$ cat src/hw/rtl/ird_pkg.sv
// Shared types and constants for the indexed ring deque.
`timescale 1ns / 1ps
package ird_pkg;

  localparam int unsigned CAPACITY_DEF    = 16;
  localparam int unsigned VALUE_WIDTH_DEF = 32;

  localparam int unsigned OPCODE_W = 3;
  localparam int unsigned POS_W    = 6;
  localparam int unsigned ITEM_W   = 32;
  localparam int unsigned RESULT_W = 32;
  localparam int unsigned COUNT_W  = 5;

  typedef enum logic [OPCODE_W-1:0] {
    OP_GET         = 3'd0,
    OP_PUT         = 3'd1,
    OP_ADD         = 3'd2,
    OP_REMOVE      = 3'd3,
    OP_REMOVE_LAST = 3'd4,
    OP_ROTATE      = 3'd5
  } op_e;

  typedef enum logic [2:0] {
    CELL_HOLD,
    CELL_LOAD,
    CELL_LEFT,
    CELL_RIGHT,
    CELL_WRAP
  } cell_op_e;

  typedef enum logic {
    ST_IDLE,
    ST_ROTATE
  } state_e;

endpackage

$ cat src/hw/rtl/ird_cell.sv
// One storage cell of the deque row: holds one element and loads a new value, a neighbor's value or the wrap value.
`timescale 1ns / 1ps
module ird_cell
  import ird_pkg::*;
#(
  parameter int unsigned WIDTH = VALUE_WIDTH_DEF
) (
  input  logic             clk_i,
  input  cell_op_e         op_i,
  input  logic [WIDTH-1:0] load_i,
  input  logic [WIDTH-1:0] left_i,
  input  logic [WIDTH-1:0] right_i,
  input  logic [WIDTH-1:0] wrap_i,
  output logic [WIDTH-1:0] q_o
);

  logic [WIDTH-1:0] data_q;
  logic [WIDTH-1:0] data_d;

  always_comb begin
    unique case (op_i)
      CELL_LOAD:  data_d = load_i;
      CELL_LEFT:  data_d = left_i;
      CELL_RIGHT: data_d = right_i;
      CELL_WRAP:  data_d = wrap_i;
      default:    data_d = data_q;
    endcase
  end

  always_ff @(posedge clk_i) begin
    data_q <= data_d;
  end

  assign q_o = data_q;

endmodule

$ cat src/hw/rtl/indexed_ring_deque_top.sv
// Top level of the indexed ring deque: control, cell row and result register.
//
// Usage: one request transaction on s_axis, one result transaction on m_axis.
//   s_axis_tuser carries the opcode (get, put, add, remove, remove last,
//   rotate); s_axis_tdata carries the position and the value to store.
//   m_axis_tdata returns the value and the element count after the request;
//   m_axis_tuser flags a refused request (value reads zero then).
// Elements sit in logical order in a row of cells, cell k holding element k.
//   Inserts and removes shift all affected cells by one position together.
// The result is registered and valid the cycle after the request is accepted.
// Throughput: one request per cycle while results are taken, for every opcode except rotate.
//   A rotate by an effective amount of s (0..count-1) keeps s_axis_tready
//   low until the row has stepped left by s cells, one cell per cycle.
// Stall: a result not taken holds in the output register; a new request is
//   accepted in the same cycle as that result is taken.
// Reset: the deque is empty, no result is pending, ready rises at once.
`timescale 1ns / 1ps
module indexed_ring_deque_top
  import ird_pkg::*;
#(
  parameter int unsigned CAPACITY    = CAPACITY_DEF,
  parameter int unsigned VALUE_WIDTH = VALUE_WIDTH_DEF
) (
  input  logic        clk_i,
  input  logic        rst_ni,
  input  logic        s_axis_tvalid_i,
  output logic        s_axis_tready_o,
  // [5:0] position, [37:6] item_value, [39:38] zero
  input  logic [39:0] s_axis_tdata_i,
  // [2:0] opcode
  input  logic [2:0]  s_axis_tuser_i,
  output logic        m_axis_tvalid_o,
  input  logic        m_axis_tready_i,
  // [31:0] result_value, [36:32] count, [39:37] zero
  output logic [39:0] m_axis_tdata_o,
  // [0] error
  output logic        m_axis_tuser_o
);

  localparam int unsigned IW = $clog2(CAPACITY);
  localparam int unsigned CW = $clog2(CAPACITY + 1);
  localparam int unsigned SW = CW + POS_W + 1;

  state_e                  state_q, state_d;
  logic [CW-1:0]           len_q, len_d;
  logic [IW-1:0]           rot_q, rot_d;
  logic                    m_valid_q;
  logic [RESULT_W-1:0]     m_val_q;
  logic [COUNT_W-1:0]      m_cnt_q;
  logic                    m_err_q;

  logic                    s_accept;
  op_e                     opcode;
  logic [POS_W-1:0]        position;
  logic [ITEM_W-1:0]       item_value;
  logic [VALUE_WIDTH-1:0]  x_val;
  logic [VALUE_WIDTH+ITEM_W-1:0] x_ext;

  logic signed [SW-1:0]    pos_s, len_s, idx_s, sh_s;
  logic [CW-1:0]           len_m1, idx_u;
  logic [IW-1:0]           rd_idx;
  logic [VALUE_WIDTH-1:0]  rd_val;
  logic                    in_range, add_ok, rot_ok;

  logic [VALUE_WIDTH-1:0]  res_v;
  logic [VALUE_WIDTH+RESULT_W-1:0] res_ext;
  logic [CW+COUNT_W-1:0]   cnt_ext;
  logic                    res_err;

  cell_op_e                cell_op [CAPACITY];
  logic [VALUE_WIDTH-1:0]  cell_q  [CAPACITY];
  logic [VALUE_WIDTH-1:0]  left_w  [CAPACITY];
  logic [VALUE_WIDTH-1:0]  right_w [CAPACITY];

  assign s_axis_tready_o = (state_q == ST_IDLE) && (!m_valid_q || m_axis_tready_i);
  assign s_accept        = s_axis_tvalid_i && s_axis_tready_o;

  assign opcode     = op_e'(s_axis_tuser_i);
  assign position   = s_axis_tdata_i[POS_W-1:0];
  assign item_value = s_axis_tdata_i[POS_W+ITEM_W-1:POS_W];
  assign x_ext      = {{VALUE_WIDTH{1'b0}}, item_value};
  assign x_val      = x_ext[VALUE_WIDTH-1:0];

  assign pos_s  = {{(SW-POS_W){position[POS_W-1]}}, position};
  assign len_s  = {{(SW-CW){1'b0}}, len_q};
  assign len_m1 = len_q - CW'(1);

  assign in_range = (pos_s >= 0) && (pos_s < len_s);
  assign add_ok   = (len_q < CW'(CAPACITY)) && (pos_s >= -len_s) && (pos_s <= len_s + 1);
  assign rot_ok   = (pos_s >= -len_s) && (pos_s <= len_s);

  always_comb begin
    priority if (pos_s == 0) begin
      idx_s = len_s;
    end else if (pos_s < 0) begin
      idx_s = pos_s + len_s;
    end else begin
      idx_s = pos_s - SW'(1);
    end
  end
  assign idx_u = idx_s[CW-1:0];

  always_comb begin
    sh_s = (pos_s < 0) ? pos_s + len_s : pos_s;
    if (sh_s == len_s) begin
      sh_s = '0;
    end
  end

  assign rd_idx = (opcode == OP_REMOVE_LAST) ? len_m1[IW-1:0] : pos_s[IW-1:0];
  assign rd_val = cell_q[rd_idx];

  always_comb begin
    state_d = state_q;
    len_d   = len_q;
    rot_d   = rot_q;
    res_v   = '0;
    res_err = 1'b0;
    for (int k = 0; k < CAPACITY; k++) begin
      cell_op[k] = CELL_HOLD;
    end

    unique case (state_q)
      ST_IDLE: begin
        if (s_accept) begin
          unique case (opcode)
            OP_GET, OP_PUT: begin
              if (in_range) begin
                res_v = rd_val;
                if (opcode == OP_PUT) begin
                  for (int k = 0; k < CAPACITY; k++) begin
                    if (pos_s[IW-1:0] == IW'(k)) cell_op[k] = CELL_LOAD;
                  end
                end
              end else begin
                res_err = 1'b1;
              end
            end
            OP_ADD: begin
              if (add_ok) begin
                res_v = x_val;
                len_d = len_q + CW'(1);
                for (int k = 0; k < CAPACITY; k++) begin
                  if (CW'(k) > idx_u) begin
                    cell_op[k] = CELL_LEFT;
                  end else if (CW'(k) == idx_u) begin
                    cell_op[k] = CELL_LOAD;
                  end
                end
              end else begin
                res_err = 1'b1;
              end
            end
            OP_REMOVE: begin
              if (in_range) begin
                res_v = rd_val;
                len_d = len_m1;
                for (int k = 0; k < CAPACITY; k++) begin
                  if (CW'(k) >= pos_s[CW-1:0]) cell_op[k] = CELL_RIGHT;
                end
              end else begin
                res_err = 1'b1;
              end
            end
            OP_REMOVE_LAST: begin
              if (len_q != '0) begin
                res_v = rd_val;
                len_d = len_m1;
              end else begin
                res_err = 1'b1;
              end
            end
            OP_ROTATE: begin
              if (!rot_ok) begin
                res_err = 1'b1;
              end else if (sh_s != '0) begin
                rot_d   = sh_s[IW-1:0];
                state_d = ST_ROTATE;
              end
            end
            default: begin
              res_err = 1'b1;
            end
          endcase
        end
      end
      ST_ROTATE: begin
        for (int k = 0; k < CAPACITY; k++) begin
          if (CW'(k) < len_m1) begin
            cell_op[k] = CELL_RIGHT;
          end else if (CW'(k) == len_m1) begin
            cell_op[k] = CELL_WRAP;
          end
        end
        rot_d = rot_q - IW'(1);
        if (rot_q == IW'(1)) begin
          state_d = ST_IDLE;
        end
      end
      default: begin
        state_d = ST_IDLE;
      end
    endcase
  end

  for (genvar k = 0; k < CAPACITY; k++) begin : g_cell
    if (k == 0) begin : g_first
      assign left_w[k] = cell_q[k];
    end else begin : g_left
      assign left_w[k] = cell_q[k-1];
    end
    if (k == CAPACITY - 1) begin : g_last
      assign right_w[k] = cell_q[k];
    end else begin : g_right
      assign right_w[k] = cell_q[k+1];
    end

    ird_cell #(
      .WIDTH (VALUE_WIDTH)
    ) u_cell (
      .clk_i   (clk_i),
      .op_i    (cell_op[k]),
      .load_i  (x_val),
      .left_i  (left_w[k]),
      .right_i (right_w[k]),
      .wrap_i  (cell_q[0]),
      .q_o     (cell_q[k])
    );
  end

  always_ff @(posedge clk_i or negedge rst_ni) begin
    if (!rst_ni) begin
      state_q   <= ST_IDLE;
      len_q     <= '0;
      rot_q     <= '0;
      m_valid_q <= 1'b0;
    end else begin
      state_q <= state_d;
      len_q   <= len_d;
      rot_q   <= rot_d;
      if (s_accept) begin
        m_valid_q <= 1'b1;
      end else if (m_axis_tready_i) begin
        m_valid_q <= 1'b0;
      end
    end
  end

  assign res_ext = {{RESULT_W{1'b0}}, res_v};
  assign cnt_ext = {{COUNT_W{1'b0}}, len_d};

  always_ff @(posedge clk_i) begin
    if (s_accept) begin
      m_val_q <= res_ext[RESULT_W-1:0];
      m_cnt_q <= cnt_ext[COUNT_W-1:0];
      m_err_q <= res_err;
    end
  end

  assign m_axis_tvalid_o = m_valid_q;
  assign m_axis_tdata_o  = {3'b000, m_cnt_q, m_val_q};
  assign m_axis_tuser_o  = m_err_q;

endmodule

$ cat config.mk
export PLATFORM = sky130hd
export DESIGN_NAME = indexed_ring_deque_top
export DESIGN_NICKNAME = d
export VERILOG_FILES = /design/src/hw/rtl/ird_pkg.sv /design/src/hw/rtl/ird_cell.sv /design/src/hw/rtl/indexed_ring_deque_top.sv
export SDC_FILE = /design/constraint.sdc
export NUM_CORES = 2
export LEC_CHECK = 0
export ABC_AREA = 1
export BUFFER_PORTS_ARGS = -buffer_cell sky130_fd_sc_hd__buf_2
export CORE_MARGIN = 1
export CORE_UTILIZATION = 57
export CTS_CLUSTER_DIAMETER = 80
export DETAILED_ROUTE_END_ITERATION = 16
export GPL_ROUTABILITY_DRIVEN = 0
export HOLD_SLACK_MARGIN = 0.12
export PLACE_DENSITY = 0.72
export RECOVER_POWER = 50
export SLEW_MARGIN = 0
export SYNTH_ARGS = -nofsm -noshare
export SYNTH_HDL_FRONTEND = slang
export SYNTH_SLANG_ARGS = --single-unit
$ cat constraint.sdc
create_clock -name clk_i -period 12.2 [get_ports clk_i]
set_input_delay 1.83 -clock clk_i [delete_from_list [all_inputs] [get_ports clk_i]]
set_output_delay 1.83 -clock clk_i [all_outputs]
set_load 0.02 [all_outputs]
======== Word level (Yosys, flattened, before mapping) ========
Index checks and enable logic that the tools add are counted.
Widths: inputs -> output; s select.
storage, ports and cells
  bits in registers ....................... 561
  input bits .............................. 47
  output and inout bits ................... 43
  logic and storage cells ................. 396
cells by class
  $add $sub $neg .......................... 7
  equality and inequality tests ........... 117
  reduce and logical (&&, ||, !) cells .... 36
  bitwise logic cells ..................... 2
  muxes and demuxes ....................... 155
  $lt $le $gt $ge ......................... 56
operators by type and width
  kind                count
  $pmux 32 s4         13
  $pmux 32 s3         3
  $mux 32             5
  $mux 47             3
  $pmux 47 s3         1
  $bmux 32 s4         1
  $eq 3x2->1 const B  32
  $mux 3              32
  $pmux 48 s2         1
  $mux 46             2
  $eq 4x5->1 const A  16
  $mux 2              32
  $pmux 32 s2         1
  $reduce_bool 4->1   13
  $eq 3x1->1 const B  17
  $eq 3x3->1 const B  17
  $mux 1              43
  $eq 3x5->1 const A  8
  $ge 4x5->1 const A  8
  $gt 4x5->1 const A  8
  $lt 4x5->1 const A  8
  $mux 5              7
  $eq 4x4->1 const B  8
  $logic_not 32->1    1
  53 further kinds    93

======== Depth between registers and ports, before layout ========
  depth after elaboration ................. 13
  depth in mapped cells ................... 26

======== By module ========
A second synthesis with hierarchy kept.
second synthesis, totals
  cells, all modules ...................... 7,019
  area, all modules ....................... 47,683.2 sq um
by module, submodules not included
  module                  area an instance (sq um)  cells each  times used
  ird_cell                2,369.8                   322         16
  indexed_ring_deque_top  9,766.9                   1,867       1

======== Worst setup path before layout ========
No wires, ideal clock.
  kind .................................... input port to flip-flop
  start ................................... input s_axis_tdata_i[0]
  end ..................................... register g_cell[9].u_cell.data_q[0] (enable)
  library setup time ...................... 0.629 ns
  buffers on the path ..................... 1
  stages on the path ...................... 16
  required time ........................... 11.571 ns
  data arrival time ....................... 4.613 ns
  slack ................................... 6.958 ns
  cells stage by stage .................... ha_1 inv_1 fa_1 inv_1 nand3_1 nand3_1 nand3_1 nand2_1 nand2_2 nor2_1 nand2_1 nand3_1 nand2_1 nand2_1 clkbuf_1 nand4_1
on the way
  longest elaborated chain between the ends .. 12
  elaborated cells between the ends (all ways) .. 33
  classes of those cells .................. add/sub: 2; order compare: 7; eq/ne: 6; mux: 13; reduce/logical: 5
RTL lines
  item                                                                 RTL line                       text
  from (decl)                                                          indexed_ring_deque_top.sv:29   input logic [39:0] s_axis_tdata_i,
  parallel branches: the longest is 7 deep, another holds $add 6x6->7  --
  $pmux 47 s3 (*)                                                      indexed_ring_deque_top.sv:126  unique case (opcode)
  $mux 47 (*)                                                          indexed_ring_deque_top.sv:125  if (s_accept) begin
  $pmux 48 s2 (*)                                                      indexed_ring_deque_top.sv:123  unique case (state_q)
  $eq 3x1->1 (tied with other cells)                                   ird_cell.sv:21                 unique case (op_i)
  $reduce_bool 4->1 (no source line) (*)                               --
  to (signal assigned)                                                 ird_cell.sv:31                 data_q <= data_d;
  to (decl)                                                            ird_cell.sv:17                 logic [WIDTH-1:0] data_q;
Mark *: on every way between the ends.
A chain may end at the register's enable or synchronous reset.

======== Worst setup path in the final report ========
  start ................................... input s_axis_tuser_i[2]
  end ..................................... register m_val_q[27] (data pin)
on the way
  longest elaborated chain between the ends .. 8
  elaborated cells between the ends (all ways) .. 14
  classes of those cells .................. eq/ne: 4; mux: 7; bitwise: 1; reduce/logical: 2
RTL lines
  item                                        RTL line                                                                                     text
  from (decl)                                 indexed_ring_deque_top.sv:31                                                                 input logic [2:0] s_axis_tuser_i,
  $eq 3x3->1                                  indexed_ring_deque_top.sv:110, indexed_ring_deque_top.sv:126
  $mux 4                                      indexed_ring_deque_top.sv:110                                                                assign rd_idx = (opcode == OP_REMOVE_LAST) ? len_m1[IW-1:0] : pos_s[IW-1:0];
  $not 4->5 (not written as such)             indexed_ring_deque_top.sv:111                                                                assign rd_val = cell_q[rd_idx];
  $bmux 32 s4                                 indexed_ring_deque_top.sv:111
  $mux 32 (not written as such) (2 in a row)  indexed_ring_deque_top.sv:111
  $mux 32, on equally long branches           indexed_ring_deque_top.sv:166, indexed_ring_deque_top.sv:128, indexed_ring_deque_top.sv:155
  $pmux 32 s3 (*)                             indexed_ring_deque_top.sv:126
  to (signal assigned)                        indexed_ring_deque_top.sv:254                                                                m_val_q <= res_ext[RESULT_W-1:0];
  to (decl)                                   indexed_ring_deque_top.sv:48                                                                 logic [RESULT_W-1:0] m_val_q;
Every way passes the cells marked *; elsewhere a longest branch is shown, timed or not. The select of a mux whose other input is x is not followed.

==> results.sh <==
export IMPL_viasPerCell=6.98
export IMPL_rsz0062_at_grt="false"
export IMPL_cp_end_kind="register"
export IMPL_drc=0
export IMPL_clk_path_buf_depth=3
export IMPL_hold_ws_ps=499
export IMPL_synth_commonest_cells="nand2_1, nand3_1, nand4_1"
export IMPL_yosysMostFrequentCell="nand2_1"
export IMPL_die_area_sq_um=72100
export IMPL_post_route_period_util_pct=79.5
export IMPL_fmax_ghz=0.103
export IMPL_relSlewSlack_pct=-177
export IMPL_clock_sinks=561
export IMPL_grt_pass1_vias=38923
export IMPL_wire_per_inst_um=26.1
export IMPL_finalHoldViolCount=0
export IMPL_clk_pin_slew_worst_paths_ps=60
export IMPL_antenna_found_initial=10
export IMPL_power_density_nw_per_um2=229
export IMPL_final_core_util_pct=60.5
export IMPL_area_growth_pct=4.87
export IMPL_outcome="finished with violations"
export IMPL_syn_cell_area_sq_um=40500
export IMPL_setup_tns_final_ps=0
export IMPL_final_cells=6160
export IMPL_cp_required_ps=12560
export IMPL_fin_crit_ps=9690
export IMPL_grt_overflow_total=0
export IMPL_p_leak_uw=0.0163
export IMPL_synth_top_area_cell="edfxtp_1"
export IMPL_hpwl_mm=103
export IMPL_num_io_pins=90
export IMPL_fill_cells=6484
export IMPL_critPathArrivalTime_ps=10050
export IMPL_cts_tree="built"
export IMPL_hold_class="register to register"
export IMPL_finClkSkew_ps=34.7
export IMPL_start_kind="input port"
export IMPL_synth_edf_count=550
export IMPL_critical_path_class="input port to register"
export IMPL_maxCapViolCount=28
export IMPL_irDropWorstVdd_mv=0.288
export IMPL_grt_usage_pct=43.6
export IMPL_setup_viol=0
export IMPL_first_pass_iters=8
export IMPL_cts_hold_buf=0
export IMPL_io_buffers=84
export IMPL_grt_max_degree=207
export IMPL_fin_nets=5247
export IMPL_cts_max_level=3
export IMPL_ys_flop_type="edfxtp_1"
export IMPL_tightestPinTransition_ps=4160
export IMPL_chipHeight_um=268
export IMPL_synth_area_leaders="edfxtp_1, nand3_1, nand2_1, nand4_1, nor2_1"
export IMPL_violations="capacitance limit, slew limit"
export IMPL_synth_distinct_cells=47
export IMPL_r2r_slack_ps=2710
export IMPL_ctsRootBufferMaster="clkbuf_16"
export IMPL_die_w_um=268
export IMPL_avgSynthCellArea_sq_um=7.37
export IMPL_core_area_sq_um=70100
export IMPL_route_vias_total=42992
export IMPL_detail_route_antenna_nets=0
export IMPL_pre_cts_slack_ps=5360
export IMPL_grt_pass1_wl_mm=239
export IMPL_place_inst=6031
export IMPL_synth_async_reset_ratio_pct=1.96
export IMPL_drtIter0Drc=7746
export IMPL_wirelength_mm=161
export IMPL_placementRows=97
export IMPL_finalMaxSlewViolations=1085
export IMPL_start_util_pct=57.7
export IMPL_post_cts_resized=0
export IMPL_clkLatencyLatePin_ps=650
export IMPL_ys_seq_area_share_pct=41.5
export IMPL_drive_gt1_share_pct=5.91
export IMPL_cts_buffers=69
export IMPL_netlist_area_leader_share_pct=40.8
export IMPL_post_cts_buffers=0
export IMPL_crit_fanout=65
export IMPL_synth_seq_cells=561
export IMPL_worst_slack_ps=2510
export IMPL_ys_warn_count=0
export IMPL_syn_inst=5491
cells in the final DEF (no fill, tap or decap), drive strengths merged, types with 2 or more instances in the layout:
cell      synthesis  routed
or2               6       6
o31ai             4       4
a32oi             3       3
edfxtp          550     550
xnor2             2       2
dfrtp            11      11
clkbuf          283     151
nand2          1484    1484
clkinv            2      29
xor2              6       6
o311ai            2       2
o21ai            72      72
ha               37      37
nor3             16      16
diode             0       6
bufinv            0       7
o22ai             4       4
clkinvlp          0       3
inv             250     250
a22oi            33      33
nand3b            2       2
nand3          1157    1157
nor2            308     308
conb              1       3
a21oi            64      64
o21a              5       5
o211ai          110     110
nand4           773     773
buf             301     117
where the power goes:
group          internal (uW)  switching (uW)  total (uW)  leakage (uW)
sequential              3070             784        3850       0.00520
clock                   1220             895        2120       0.00108
combinational            910            2860        3770        0.0101
final timing paths:
check,from,endpoint,cells past startpoint
max reg2reg,len_q[0],m_val_q[27],10
max,s_axis_tuser_i[2],m_val_q[27],13
max in group asynchronous,rst_ni,state_q,1
min in group asynchronous,rst_ni,len_q[3],1
min reg2reg,state_q,state_q,2
min,state_q,state_q,2
routing by layer:
metal / wire length [um] / vias up / part of all wire [%] / GRT usage [%]
met5: 13 / - / 0.0081 / 0
li1: - / 18882 / - / -
met2: 64900 / 3949 / 40 / 60.8
met4: 7730 / 2 / 4.8 / 20.9
met3: 28800 / 593 / 18 / 15.7
met1: 59300 / 19566 / 37 / 59.7
sequential cells by signal, indices dropped and copies added, names as in the netlist:
signal             count
g_cell.u_cell.q_o    512
m_val_q               32
len_q                  5
m_cnt_q                5
rot_q                  4
m_axis_tuser_o         1
m_axis_tvalid_o        1
state_q                1
worst max-delay path, stage by stage:
cell	delay, ps
buf_2	140
inv_1	110
nor3_1	70
inv_1	380
nand2_1	180
o21ai_4	130
clkbuf_1	2770
clkbuf_1	3100
nand3_1	410
nand3_1	440
nand3_1	110
nand3_1	220
a21oi_1	100
metrics by stage:
stage,total power [uW],cell area (sq um)
6_report,9740,42400
3_3_place_gp,7330,40400
2_1_floorplan,6120,40500
3_5_place_dp,7420,40400
4_1_cts,9510,42600
5_1_grt,10100,42400
layout make-up:
class	instances	area [sq um]	area share, %
antenna	6	15.0	0.0354
clock buffer	86	1850	4.37
clock inverter	37	365	0.861
inverter	252	952	2.24
multi-input combinational	4096	20200	47.7
sequential	561	16800	39.6
tap	940	1180	2.77
timing repair buffer	182	1040	2.46
cell families after synthesis:
group                    Yosys count  synth area share, %
XOR/XNOR                           8                0.173
AND/OR/NAND/NOR                 3747                 43.7
buffers and inverters            836                 8.62
adder cells (fa/ha/maj)           38                 1.19
AO/OA/AOI/OAI                    300                 4.82
other                              1              0.00927
flip-flops                       561                 41.5
Power figures use the tool's default switching activity.
